<file path="src/hw/rtl/pmr_pkg.sv">
// Shared types and constants for the pot mouse to relative motion unit.
package pmr_pkg;

  localparam int unsigned CfgIdxW  = 2;
  localparam int unsigned CfgDataW = 8;
  localparam int unsigned CountW   = 8;
  localparam int unsigned PosW     = 7;
  localparam int unsigned SpeedW   = 4;
  localparam int unsigned MoveW    = 8;
  localparam int unsigned ThreshW  = 6;
  localparam int unsigned LimitW   = 3;

  localparam logic              AccelEnableRst    = 1'b0;
  localparam logic [ThreshW-1:0] AccelThresholdRst = 6'd5;
  localparam logic [LimitW-1:0]  JoySpeedLimitRst  = 3'd4;

  typedef enum logic [CfgIdxW-1:0] {
    CFG_ACCEL_ENABLE    = 2'd0,
    CFG_ACCEL_THRESHOLD = 2'd1,
    CFG_JOY_SPEED_LIMIT = 2'd2
  } cfg_idx_t;

  typedef struct packed {
    logic              accel_enable;
    logic [ThreshW-1:0] accel_threshold;
    logic [LimitW-1:0]  joy_speed_limit;
  } cfg_t;

  typedef struct packed {
    logic [CountW-1:0] pot_x_count;
    logic [CountW-1:0] pot_y_count;
    logic              fire_pin;
    logic              up_pin;
    logic              down_pin;
    logic              left_pin;
    logic              right_pin;
    logic              pot_x_level;
  } frame_t;

  typedef struct packed {
    logic                    proportional_mode;
    logic                    move_valid;
    logic signed [MoveW-1:0] move_x;
    logic signed [MoveW-1:0] move_y;
    logic                    left_changed;
    logic                    left_down;
    logic                    right_changed;
    logic                    right_down;
  } result_t;

  typedef struct packed {
    logic [PosW-1:0]          last_pos_x;
    logic [PosW-1:0]          last_pos_y;
    logic signed [SpeedW-1:0] joy_speed_x;
    logic signed [SpeedW-1:0] joy_speed_y;
    logic                     left_last;
    logic                     right_last;
  } state_t;

endpackage

</file>
<file path="src/hw/rtl/pmr_in_if.sv">
// Input channel carrying one measurement frame per item.
interface pmr_in_if
  import pmr_pkg::*;
();
  logic              valid;
  logic              ready;
  logic [CountW-1:0] pot_x_count;
  logic [CountW-1:0] pot_y_count;
  logic              fire_pin;
  logic              up_pin;
  logic              down_pin;
  logic              left_pin;
  logic              right_pin;
  logic              pot_x_level;

  modport source (output valid, pot_x_count, pot_y_count, fire_pin, up_pin, down_pin,
                  left_pin, right_pin, pot_x_level, input ready);
  modport sink (input valid, pot_x_count, pot_y_count, fire_pin, up_pin, down_pin,
                left_pin, right_pin, pot_x_level, output ready);
endinterface

</file>
<file path="src/hw/rtl/pmr_out_if.sv">
// Result channel carrying one motion and button report per item.
interface pmr_out_if
  import pmr_pkg::*;
();
  logic                    valid;
  logic                    ready;
  logic                    proportional_mode;
  logic                    move_valid;
  logic signed [MoveW-1:0] move_x;
  logic signed [MoveW-1:0] move_y;
  logic                    left_changed;
  logic                    left_down;
  logic                    right_changed;
  logic                    right_down;

  modport source (output valid, proportional_mode, move_valid, move_x, move_y,
                  left_changed, left_down, right_changed, right_down, input ready);
  modport sink (input valid, proportional_mode, move_valid, move_x, move_y,
                left_changed, left_down, right_changed, right_down, output ready);
endinterface

</file>
<file path="src/hw/rtl/pmr_cfg_if.sv">
// Configuration write channel with register index and write data.
interface pmr_cfg_if
  import pmr_pkg::*;
();
  logic                valid;
  logic                ready;
  logic [CfgIdxW-1:0]  index;
  logic [CfgDataW-1:0] data;

  modport source (output valid, index, data, input ready);
  modport sink (input valid, index, data, output ready);
endinterface

</file>
<file path="src/hw/rtl/pmr_decode.sv">
// Combinational frame decoder: motion, buttons and next tracking state.
module pmr_decode
  import pmr_pkg::*;
(
  input  frame_t  frame,
  input  cfg_t    cfg,
  input  state_t  state,
  output result_t result,
  output state_t  state_nxt
);

  function automatic logic signed [SpeedW-1:0] joy_axis(
    input logic signed [SpeedW-1:0] speed,
    input logic                     dir_neg,
    input logic                     dir_pos,
    input logic [LimitW-1:0]        lim
  );
    logic signed [SpeedW:0] s;
    logic signed [SpeedW:0] lim_p;
    logic signed [SpeedW:0] lim_n;
    s     = {speed[SpeedW-1], speed};
    lim_p = signed'({{(SpeedW+1-LimitW){1'b0}}, lim});
    lim_n = -lim_p;
    if (dir_pos) begin
      s = s + 5'sd1;
    end else if (dir_neg) begin
      s = s - 5'sd1;
    end else if (s < 0) begin
      s = s + 5'sd1;
    end else if (s > 0) begin
      s = s - 5'sd1;
    end
    if (s > lim_p) begin
      s = lim_p;
    end
    if (s < lim_n) begin
      s = lim_n;
    end
    return s[SpeedW-1:0];
  endfunction

  logic                   prop;
  logic [PosW-1:0]        cx;
  logic [PosW-1:0]        cy;
  logic [PosW-1:0]        dx;
  logic [PosW-1:0]        dy;
  logic [PosW-1:0]        mag_x;
  logic [PosW-1:0]        mag_y;
  logic                   dbl;
  logic signed [MoveW-1:0] pmx;
  logic signed [MoveW-1:0] pmy;
  logic signed [SpeedW-1:0] jsx;
  logic signed [SpeedW-1:0] jsy;
  logic signed [MoveW-1:0] mx;
  logic signed [MoveW-1:0] my;
  logic                   ldown;
  logic                   rdown;

  always_comb begin
    prop  = (frame.pot_x_count != '0) && (frame.pot_y_count != '0);
    cx    = frame.pot_x_count[PosW-1:0];
    cy    = frame.pot_y_count[PosW-1:0];
    dx    = cx - state.last_pos_x;
    dy    = state.last_pos_y - cy;
    mag_x = dx[PosW-1] ? -dx : dx;
    mag_y = dy[PosW-1] ? -dy : dy;
    dbl   = cfg.accel_enable &&
            ((mag_x > {1'b0, cfg.accel_threshold}) || (mag_y > {1'b0, cfg.accel_threshold}));
    pmx   = dbl ? {dx, 1'b0} : {dx[PosW-1], dx};
    pmy   = dbl ? {dy, 1'b0} : {dy[PosW-1], dy};

    // Right wins over left and down wins over up when both are held.
    jsx = joy_axis(state.joy_speed_x, !frame.left_pin && frame.right_pin, !frame.right_pin,
                   cfg.joy_speed_limit);
    jsy = joy_axis(state.joy_speed_y, !frame.up_pin && frame.down_pin, !frame.down_pin,
                   cfg.joy_speed_limit);

    state_nxt = state;
    if (prop) begin
      mx                   = pmx;
      my                   = pmy;
      rdown                = !frame.up_pin;
      state_nxt.last_pos_x = cx;
      state_nxt.last_pos_y = cy;
    end else begin
      mx                    = MoveW'(jsx);
      my                    = MoveW'(jsy);
      rdown                 = !frame.pot_x_level;
      state_nxt.joy_speed_x = jsx;
      state_nxt.joy_speed_y = jsy;
    end
    ldown                = !frame.fire_pin;
    state_nxt.left_last  = ldown;
    state_nxt.right_last = rdown;

    result.proportional_mode = prop;
    result.move_valid        = (mx != '0) || (my != '0);
    result.move_x            = mx;
    result.move_y            = my;
    result.left_changed      = ldown != state.left_last;
    result.left_down         = ldown;
    result.right_changed     = rdown != state.right_last;
    result.right_down        = rdown;
  end

endmodule

</file>
<file path="src/hw/rtl/pot_mouse_to_relative_motion_unit.sv">
// Top level of the pot mouse to relative motion unit.
//
//   channel  direction  handshake          content
//   in_ch    sink       valid / ready      one measurement frame
//   out_ch   source     valid / ready      motion and button report
//   cfg_ch   sink       valid / ready=1    register index and write data
//
// Each item passes an input register and a result register. Unless out_ch is stalled,
// one item is accepted per cycle; the result register holds while out_ch is stalled.
// Tracking state updates as an item moves from the input to the result register.
// Synchronous reset restores the register defaults and the tracking state.
module pot_mouse_to_relative_motion_unit
  import pmr_pkg::*;
(
  input  logic   clk,
  input  logic   rst_n,
  pmr_in_if.sink   in_ch,
  pmr_out_if.source out_ch,
  pmr_cfg_if.sink  cfg_ch
);

  cfg_t    cfg_r;
  cfg_t    cfg_nxt;
  logic    in_valid_r;
  frame_t  in_frame_r;
  logic    out_valid_r;
  result_t out_res_r;
  state_t  state_r;
  state_t  state_nxt;
  result_t res;
  frame_t  frame;
  logic    advance;
  logic    in_take;

  assign frame = '{
    pot_x_count: in_ch.pot_x_count,
    pot_y_count: in_ch.pot_y_count,
    fire_pin:    in_ch.fire_pin,
    up_pin:      in_ch.up_pin,
    down_pin:    in_ch.down_pin,
    left_pin:    in_ch.left_pin,
    right_pin:   in_ch.right_pin,
    pot_x_level: in_ch.pot_x_level
  };

  assign advance     = in_valid_r && (!out_valid_r || out_ch.ready);
  assign in_ch.ready = !in_valid_r || advance;
  assign in_take     = in_ch.valid && in_ch.ready;
  assign cfg_ch.ready = 1'b1;

  always_comb begin
    cfg_nxt = cfg_r;
    if (cfg_ch.valid) begin
      case (cfg_ch.index)
        CFG_ACCEL_ENABLE:    cfg_nxt.accel_enable    = cfg_ch.data[0];
        CFG_ACCEL_THRESHOLD: cfg_nxt.accel_threshold = cfg_ch.data[ThreshW-1:0];
        CFG_JOY_SPEED_LIMIT: cfg_nxt.joy_speed_limit = cfg_ch.data[LimitW-1:0];
        default:             cfg_nxt = cfg_r;
      endcase
    end
  end

  pmr_decode u_decode (
    .frame     (in_frame_r),
    .cfg       (cfg_r),
    .state     (state_r),
    .result    (res),
    .state_nxt (state_nxt)
  );

  always_ff @(posedge clk) begin
    if (!rst_n) begin
      cfg_r.accel_enable    <= AccelEnableRst;
      cfg_r.accel_threshold <= AccelThresholdRst;
      cfg_r.joy_speed_limit <= JoySpeedLimitRst;
      in_valid_r            <= 1'b0;
      out_valid_r           <= 1'b0;
      state_r.last_pos_x    <= '0;
      state_r.last_pos_y    <= '0;
      state_r.joy_speed_x   <= '0;
      state_r.joy_speed_y   <= '0;
      state_r.left_last     <= 1'b1;
      state_r.right_last    <= 1'b1;
    end else begin
      cfg_r <= cfg_nxt;
      if (in_ch.ready) begin
        in_valid_r <= in_ch.valid;
      end
      if (advance) begin
        out_valid_r <= 1'b1;
        state_r     <= state_nxt;
      end else if (out_ch.ready) begin
        out_valid_r <= 1'b0;
      end
    end
  end

  always_ff @(posedge clk) begin
    if (in_take) begin
      in_frame_r <= frame;
    end
    if (advance) begin
      out_res_r <= res;
    end
  end

  assign out_ch.valid             = out_valid_r;
  assign out_ch.proportional_mode = out_res_r.proportional_mode;
  assign out_ch.move_valid        = out_res_r.move_valid;
  assign out_ch.move_x            = out_res_r.move_x;
  assign out_ch.move_y            = out_res_r.move_y;
  assign out_ch.left_changed      = out_res_r.left_changed;
  assign out_ch.left_down         = out_res_r.left_down;
  assign out_ch.right_changed     = out_res_r.right_changed;
  assign out_ch.right_down        = out_res_r.right_down;

  a_advance_fills_out: assert property (@(posedge clk) disable iff (!rst_n)
    advance |=> out_valid_r)
    else $error("result register not loaded after advance");

  a_stall_only_when_full: assert property (@(posedge clk) disable iff (!rst_n)
    !in_ch.ready |-> (in_valid_r && out_valid_r && !out_ch.ready))
    else $error("input stalled without a full pipeline");

  a_speed_in_range: assert property (@(posedge clk) disable iff (!rst_n)
    (state_r.joy_speed_x != -4'sd8) && (state_r.joy_speed_y != -4'sd8))
    else $error("joystick speed outside the limit range");

  a_state_held_without_advance: assert property (@(posedge clk) disable iff (!rst_n)
    !advance |=> $stable(state_r))
    else $error("tracking state changed without an item");

  a_move_valid_consistent: assert property (@(posedge clk) disable iff (!rst_n)
    out_valid_r |-> (out_res_r.move_valid ==
                     ((out_res_r.move_x != '0) || (out_res_r.move_y != '0))))
    else $error("move_valid disagrees with motion values");

endmodule
</file>
<file path="src/flat_wrapper.sv">
// flat-port wrapper written by rule: the top's interface ports become plain ports
module pot_mouse_to_relative_motion_unit_flat import pmr_pkg::*;
  (clk, rst_n, in_ch_valid, in_ch_pot_x_count, in_ch_pot_y_count, in_ch_fire_pin, in_ch_up_pin, in_ch_down_pin, in_ch_left_pin, in_ch_right_pin, in_ch_pot_x_level, in_ch_ready, out_ch_valid, out_ch_proportional_mode, out_ch_move_valid, out_ch_move_x, out_ch_move_y, out_ch_left_changed, out_ch_left_down, out_ch_right_changed, out_ch_right_down, out_ch_ready, cfg_ch_valid, cfg_ch_index, cfg_ch_data, cfg_ch_ready);
  pmr_in_if in_ch_i ();
  pmr_out_if out_ch_i ();
  pmr_cfg_if cfg_ch_i ();
  input  logic clk;
  input  logic rst_n;
  input wire logic [$bits(in_ch_i.valid)-1:0] in_ch_valid;
  input wire logic [$bits(in_ch_i.pot_x_count)-1:0] in_ch_pot_x_count;
  input wire logic [$bits(in_ch_i.pot_y_count)-1:0] in_ch_pot_y_count;
  input wire logic [$bits(in_ch_i.fire_pin)-1:0] in_ch_fire_pin;
  input wire logic [$bits(in_ch_i.up_pin)-1:0] in_ch_up_pin;
  input wire logic [$bits(in_ch_i.down_pin)-1:0] in_ch_down_pin;
  input wire logic [$bits(in_ch_i.left_pin)-1:0] in_ch_left_pin;
  input wire logic [$bits(in_ch_i.right_pin)-1:0] in_ch_right_pin;
  input wire logic [$bits(in_ch_i.pot_x_level)-1:0] in_ch_pot_x_level;
  output wire logic [$bits(in_ch_i.ready)-1:0] in_ch_ready;
  output wire logic [$bits(out_ch_i.valid)-1:0] out_ch_valid;
  output wire logic [$bits(out_ch_i.proportional_mode)-1:0] out_ch_proportional_mode;
  output wire logic [$bits(out_ch_i.move_valid)-1:0] out_ch_move_valid;
  output wire logic [$bits(out_ch_i.move_x)-1:0] out_ch_move_x;
  output wire logic [$bits(out_ch_i.move_y)-1:0] out_ch_move_y;
  output wire logic [$bits(out_ch_i.left_changed)-1:0] out_ch_left_changed;
  output wire logic [$bits(out_ch_i.left_down)-1:0] out_ch_left_down;
  output wire logic [$bits(out_ch_i.right_changed)-1:0] out_ch_right_changed;
  output wire logic [$bits(out_ch_i.right_down)-1:0] out_ch_right_down;
  input wire logic [$bits(out_ch_i.ready)-1:0] out_ch_ready;
  input wire logic [$bits(cfg_ch_i.valid)-1:0] cfg_ch_valid;
  input wire logic [$bits(cfg_ch_i.index)-1:0] cfg_ch_index;
  input wire logic [$bits(cfg_ch_i.data)-1:0] cfg_ch_data;
  output wire logic [$bits(cfg_ch_i.ready)-1:0] cfg_ch_ready;
  assign in_ch_i.valid = in_ch_valid;
  assign in_ch_i.pot_x_count = in_ch_pot_x_count;
  assign in_ch_i.pot_y_count = in_ch_pot_y_count;
  assign in_ch_i.fire_pin = in_ch_fire_pin;
  assign in_ch_i.up_pin = in_ch_up_pin;
  assign in_ch_i.down_pin = in_ch_down_pin;
  assign in_ch_i.left_pin = in_ch_left_pin;
  assign in_ch_i.right_pin = in_ch_right_pin;
  assign in_ch_i.pot_x_level = in_ch_pot_x_level;
  assign in_ch_ready = in_ch_i.ready;
  assign out_ch_valid = out_ch_i.valid;
  assign out_ch_proportional_mode = out_ch_i.proportional_mode;
  assign out_ch_move_valid = out_ch_i.move_valid;
  assign out_ch_move_x = out_ch_i.move_x;
  assign out_ch_move_y = out_ch_i.move_y;
  assign out_ch_left_changed = out_ch_i.left_changed;
  assign out_ch_left_down = out_ch_i.left_down;
  assign out_ch_right_changed = out_ch_i.right_changed;
  assign out_ch_right_down = out_ch_i.right_down;
  assign out_ch_i.ready = out_ch_ready;
  assign cfg_ch_i.valid = cfg_ch_valid;
  assign cfg_ch_i.index = cfg_ch_index;
  assign cfg_ch_i.data = cfg_ch_data;
  assign cfg_ch_ready = cfg_ch_i.ready;
  pot_mouse_to_relative_motion_unit u_core (.clk(clk), .rst_n(rst_n), .in_ch(in_ch_i), .out_ch(out_ch_i), .cfg_ch(cfg_ch_i));
endmodule
</file>
<file path="config.mk">
export PLATFORM = sky130hd
export DESIGN_NAME = pot_mouse_to_relative_motion_unit_flat
export DESIGN_NICKNAME = d
export VERILOG_FILES = /design/src/hw/rtl/pmr_pkg.sv /design/src/hw/rtl/pmr_in_if.sv /design/src/hw/rtl/pmr_out_if.sv /design/src/hw/rtl/pmr_cfg_if.sv /design/src/hw/rtl/pmr_decode.sv /design/src/hw/rtl/pot_mouse_to_relative_motion_unit.sv /design/src/flat_wrapper.sv
export SDC_FILE = /design/constraint.sdc
export NUM_CORES = 1
export LEC_CHECK = 0
export BUFFER_PORTS_ARGS = -buffer_cell sky130_fd_sc_hd__buf_2
export CORE_MARGIN = 2
export CORE_UTILIZATION = 54
export CTS_BUF_LIST = sky130_fd_sc_hd__clkbuf_8 sky130_fd_sc_hd__clkbuf_16
export DETAILED_ROUTE_END_ITERATION = 6
export PLACE_DENSITY = 0.8
export SLEW_MARGIN = 20
export SYNTH_ARGS = -nofsm -noshare
export SYNTH_HDL_FRONTEND = slang
export SYNTH_SLANG_ARGS = --single-unit
</file>
<file path="constraint.sdc">
create_clock -name clk -period 5.18 [get_ports clk]
set_clock_uncertainty 0.1 [all_clocks]
set_input_delay 1.554 -clock clk [delete_from_list [all_inputs] [get_ports clk]]
set_output_delay 1.554 -clock clk [all_outputs]
set_load 0.1 [all_outputs]
</file>
# Yosys cells after proc, flatten, opt, wreduce, memory -nomap -nowiden
# Index checks and enable logic that the tools add are counted.
op_classes:
  shifts: 0
  reduce_logical: 27
  n_addsub: 9
  muxes: 21
  bitwise: 1
  n_div: 0
  n_eq_ne: 4
  magnitude_cmp: 10
  n_mul: 0
ops:
  columns: ["cell", "count"]
  rows:
  - ["2-to-1 mux 5 bit", 10]
  - ["nonzero test 8 bit", 4]
  - ["2-to-1 mux 7 bit", 4]
  - ["2-to-1 mux 8 bit", 2]
  - ["greater-than comparator 7 x 6 -> 1 bit", 2]
  - ["negation 7 bit", 2]
  - ["subtractor 7 bit", 2]
  - ["adder 4 x 2 -> 5 bit (second input constant)", 2]
  - ["greater-than comparator 5 x 4 -> 1 bit", 2]
  - ["< comparator 5 bit", 2]
  - ["AND reduction 2 bit", 5]
  - ["subtractor 4 x 2 -> 5 bit (second input constant)", 2]
  - ["greater-than comparator 4 x 1 -> 1 bit (second input constant)", 2]
  - ["< comparator 4 x 1 -> 1 bit (second input constant)", 2]
  - ["2-to-1 mux 4 bit", 2]
  - ["logical AND 1 bit", 6]
  - ["logical NOT 1 bit", 6]
  - ["negation 3 -> 5 bit", 1]
  - ["logical OR 1 bit", 4]
  - ["2-to-1 mux 1 bit", 3]
  - ["== test 2 x 1 -> 1 bit (second input constant)", 1]
  - ["== test 2 bit (second input constant)", 1]
  - ["logical NOT 2 bit", 1]
  - ["inequality test 1 bit", 2]
  - ["2 further kinds", 2]
totals:
  ff_bits: 80
  output_inout_bits: 25
  latch_bits: 0
  romBits: 0
  in_bits: 37
  word_cells: 99
  mem_bits_rw: 0
  mem_count: 0

# Depth between registers and ports, before layout
logic_depth:
  ltp_word: 12
  ltp_mapped: 22
  depth_no_buf: 21

# Modules after synthesis
# From an unflattened synthesis, not the netlist that was laid out.
unflattened:
  hier_cells: 641
  hier_area_um2: 5793.1
by_module_without_submodules:
  columns: ["module", "n_inst", "area_each_um2", "cells_each", "seq_area_each_um2"]
  rows:
  - ["pmr_decode", 1, 2995.4, 441, 0.0]
  - ["pot_mouse_to_relative_motion_unit", 1, 2797.7, 200, 2042.0]

# Least setup slack after synthesis
# No wires, ideal clock.
synth_path:
  kind: "register to register"
  start: "reg u_core.state_r[7] in the netlist's numbering"
  end: "reg u_core.out_res_r, in the netlist u_core.out_ch.move_valid (data pin)"
  path_buffers: 0
  synth_period_minus_slack_ns: 5.007
  setup_ns: 0.277
  arrival_time_ns: 4.631
  stages_incl_launch_ff: 21
  setup_slack_ns: 0.173
  required_time_ns: 4.803
  cell_sequence: "dfxtp_1 -> inv_1 -> ha_1 -> nor2_1 -> a31oi_1 -> o221a_2 -> ha_1 -> nor2b_1 -> o21ai_0 -> a32oi_1 -> o21a_2 -> mux2_2 -> ha_1 -> a21o_1 -> a2111oi_0 -> nand2_1 -> o311ai_4 -> mux2i_2 -> a221oi_2 -> nor4_1 -> o2111ai_1"
synth_lines:
  columns: ["item", "line", "source"]
  rows:
  - ["from (decl)", "pot_mouse_to_relative_motion_unit.sv:28", "state_t state_r;"]
  - ["from (signal assigned)", "pot_mouse_to_relative_motion_unit.sv:91", "state_r <= state_nxt;"]
  - ["to (signal assigned)", "pot_mouse_to_relative_motion_unit.sv:103", "out_res_r <= res;"]
  - ["to (decl)", "pot_mouse_to_relative_motion_unit.sv:27", "result_t out_res_r;"]

==> impl_metrics.env <==
export IMPL_status="finished, final reports clean"
export IMPL_gp_congestion=0.958
export IMPL_hold_path_depth=2
export IMPL_maxCapViolCount=0
export IMPL_power_density_nw_per_um2=293
export IMPL_post_route_min_period_ps=4970
export IMPL_portBuffers=58
export IMPL_synthXorXnorAreaFrac_pct=4.23
export IMPL_crit_path_end_kind="register"
export IMPL_fp_dieH_um=104
export IMPL_r2r_setup_slack_ps=210
export IMPL_finalMaxSlewViolations=0
export IMPL_drc=0
export IMPL_cp_max_fo=6
export IMPL_min_to="u_core.state_r[21]"
export IMPL_grt_overflow=0
export IMPL_synth_edf_count=44
export IMPL_grtUsageTotal_pct=23.0
export IMPL_wl_per_cell_um=15.7
export IMPL_cts_tree="done"
export IMPL_switching_share_pct=32.9
export IMPL_syn2layout_area_growth_pct=19.3
export IMPL_core_um2=9680
export IMPL_total_power_mw=1.87
export IMPL_first_pass_iters=5
export IMPL_fmax_mhz=201
export IMPL_p_leak_nw=2.68
export IMPL_crit_chain="a21boi_2, nor2_1, a311oi_1, a21oi_1, ha_1, nor2_1, a31oi_1, a21oi_2, a21o_1, mux2_4, ha_1, a21o_1, a211oi_1, buf_4, nand4_1, o21ai_1, buf_4, mux2i_4, o22ai_1, nor4_1, o2111ai_1"
export IMPL_rows=36
export IMPL_synth_adder_area_share_pct=12.0
export IMPL_hpwl_mm=9.19
export IMPL_synth_area_per_cell_um2=9.30
export IMPL_layout_drive_gt1_share_pct=21.9
export IMPL_startpoint_type="register"
export IMPL_nNetsFinal=749
export IMPL_cp_required_ps=5150
export IMPL_n_antenna_cell=0
export IMPL_p_sw_mw=0.615
export IMPL_hold_start="u_core.state_r[21]"
export IMPL_fp_dieW_um=104
export IMPL_ys_ff_latch=80
export IMPL_antenna_found_initial=0
export IMPL_grt_pass1_wl_mm=20.4
export IMPL_die_area_um2=10700
export IMPL_crit_arrival_ps=4940
export IMPL_tns_ps=0
export IMPL_async_flop_share_pct=0
export IMPL_cts_max_path_buffers=2
export IMPL_path_clk_slew_ps=90
export IMPL_cts_sinks=80
export IMPL_synthSimpleGateAreaFrac_pct=18.0
export IMPL_critPathSlowestCell="edfxtp_1"
export IMPL_hold_path_class="register to register"
export IMPL_clk_insertion_delay_late_ps=360
export IMPL_drt_vias_per_instance=5.71
export IMPL_stdcell_area_um2=6380
export IMPL_p_int_mw=1.26
export IMPL_seqPwrFrac_pct=39.2
export IMPL_cts_buffers_inserted=9
export IMPL_ys_flop_type="edfxtp_1"
export IMPL_cts_root_buffer="clkbuf_8"
export IMPL_dr_total_vias=4564
export IMPL_setup_worst_path_class="register to register"
export IMPL_cp_slowest_stage_delay_ps=510
export IMPL_worstMarginPinSlew_ps=880
export IMPL_place_area_um2=5930
export IMPL_setup_viol=0
export IMPL_netlist_area_um2=5350
export IMPL_initial_utilization_pct=55.2
export IMPL_ff2ff_path_depth=21
export IMPL_synth_compound_area_share_pct=18.4
export IMPL_dp_cells=775
export IMPL_synth_nets=662
export IMPL_ioPinCount=62
export IMPL_synthCells=575
export IMPL_grt_pass1_vias=4504
export IMPL_drtIter0Drc=360
export IMPL_r2r_start="u_core.in_frame_r[4]"
export IMPL_fin_crit_sh_pct=95.9
export IMPL_ys_warn_count=0
export IMPL_ant_nets=0
export IMPL_fin_util_pct=65.9
export IMPL_instances_no_fill=800
export IMPL_seq_area_frac_synth_pct=38.2
export IMPL_finalWirelength_mm=12.5
export IMPL_vdd_drop_max_mv=0.182
export IMPL_grt_max_degree=37
export IMPL_synth_mux_area_share_pct=4.49
export IMPL_synth_top_family_by_area="compound AO/OA/AOI/OAI gates"
export IMPL_yosysUniqueCellTypes=76
export IMPL_power_clock_fraction_pct=29.1
export IMPL_slew_headroom_pct=41.1
export IMPL_combPwrFrac_pct=31.8
export IMPL_r2r_end="u_core.out_ch.move_valid"
export IMPL_cts_htree_levels=3
export IMPL_finalHoldViolCount=0
==> per-stage QoR <==
step / hold slack (ps) / setup WS (ps)
2_1_floorplan: 343 / 173
3_3_place_gp: 352 / 51.8
3_5_place_dp: 360 / -92.4
4_1_cts: 371 / 21.5
5_1_grt: 398 / -71.5
6_report: 368 / 213
==> metal layers <==
layer / share of wire, % / GRT usage, % / vias up
met5: 0 / 0 / -
met4: 2.1 / 7.14 / 0
met3: 3.6 / 3.84 / 41
met2: 53 / 44.0 / 121
met1: 42 / 26.1 / 2166
li1: - / - / 2236
==> flip-flops by register name, summed over array words and instances, names as in the netlist, 8 cells and up <==
signal and flops:
u_core.cfg_r 10, u_core.in_frame_r 22, u_core.out_ch.move_x 8, u_core.out_ch.move_y 8, u_core.state_r 24
==> power groups by stage <==
| stage | sequential (mW) | combinational, mW | clock, mW |
|---|---|---|---|
| global route | 0.736 | 0.648 | 0.575 |
| detailed placement | 0.747 | 0.553 | 0 |
| finish | 0.733 | 0.594 | 0.544 |
| global placement | 0.745 | 0.533 | 0 |
| floorplan | 0.838 | 0.324 | 0 |
| CTS | 0.732 | 0.562 | 0.546 |
==> critical path, delay by kind of cell (launching register included) <==
family                     cells  cell delay, ps
buffers and inverters          2             320
muxes                          2             560
adders and majority gates      2             650
AOI/OAI and AO/OA             11            2030
DFF                            1             510
and+or+nand+nor                4             510
==> cell type report <==
class / count / area (um^2)
clock buffers: 9 / 124
flip-flops and latches: 80 / 2040
clock inverters: 7 / 114
multi-input cells: 432 / 3210
well taps: 133 / 166
fillers: 772 / 3310
repair buffers: 93 / 553
inverters: 46 / 173
==> layout by cell type (no fill, tap or decap), types with 3 or more instances in the layout <==
master / Yosys / routed
o211a_1: 3 / 3
xnor2_1: 16 / 14
edfxtp_1: 44 / 44
a21boi_0: 22 / 21
nand2_1: 82 / 81
o211ai_1: 3 / 3
o21ai_0: 40 / 37
nand3_1: 13 / 13
dfxtp_1: 36 / 36
nor2_1: 27 / 27
o22ai_1: 3 / 3
o21a_1: 4 / 4
a31oi_1: 7 / 6
buf_4: 2 / 35
nand3b_1: 7 / 7
nor2b_1: 19 / 19
nand2b_1: 8 / 8
inv_1: 45 / 46
xnor2_2: 1 / 3
mux2_2: 5 / 5
a21oi_1: 20 / 18
buf_2: 2 / 58
nor4_1: 5 / 5
a21o_1: 6 / 6
ha_1: 48 / 45
nand4_1: 4 / 4
o21ai_1: 0 / 3
clkbuf_8: 0 / 9
and2_1: 8 / 7
bufinv_16: 0 / 3
xor2_1: 8 / 8
a211oi_2: 2 / 3
a32oi_1: 3 / 3
mux2i_1: 14 / 12
==> how the worst max path moves through the flow <==
stage | from | to
after floorplan | u_core.state_r[7] | u_core.out_ch.move_valid
after global placement | u_core.state_r[6] | u_core.out_ch.move_valid
after detailed placement | u_core.state_r[6] | u_core.out_ch.move_valid
after CTS | u_core.state_r[6] | u_core.out_ch.move_valid
after global routing | u_core.in_frame_r[14] | u_core.out_ch.move_valid
final | u_core.in_frame_r[4] | u_core.out_ch.move_valid
==> synthesized netlist by cell type (3+ instances only) <==
cell	count	area share (%)
a211oi_1	3	0.42
a21boi_0	22	3.1
a21o_1	6	0.84
a21oi_1	20	1.9
a31oi_1	7	0.82
a32oi_1	3	0.49
and2_1	8	0.94
clkbuf_1	11	0.77
dfxtp_1	36	13
edfxtp_1	44	25
ha_1	48	11
inv_1	45	3.2
mux2_2	5	1.1
mux2i_1	14	2.6
nand2_1	82	5.8
nand2b_1	8	0.94
nand3_1	13	1.2
nand3b_1	7	0.98
nand4_1	4	0.47
nor2_1	27	1.9
nor2b_1	19	2.2
nor4_1	5	0.58
nor4b_1	3	0.49
o211a_1	3	0.56
o211ai_1	3	0.42
o21a_1	4	0.56
o21ai_0	40	3.7
o22ai_1	3	0.35
o31ai_1	3	0.42
xnor2_1	16	2.6
xor2_1	8	1.3
==> timing repair <==
| item | in CTS | in global routing |
|---|---|---|
| endpoints found under the setup margin | 1 | 12 |
| setup buffers | 1 | 8 |
| pin swaps | 2 | 11 |
| gates resized for setup | 5 | 23 |
| hold buffers | 0 | 0 |
==> cell families after synthesis <==
group,Yosys count
DFF,80
muxes,22
buffers and inverters,63
AOI/OAI and AO/OA,141
adders and majority gates,50
other,1
and+or+nand+nor,193
xor gates and xnor gates,25
(Power assumes the default switching activity.)
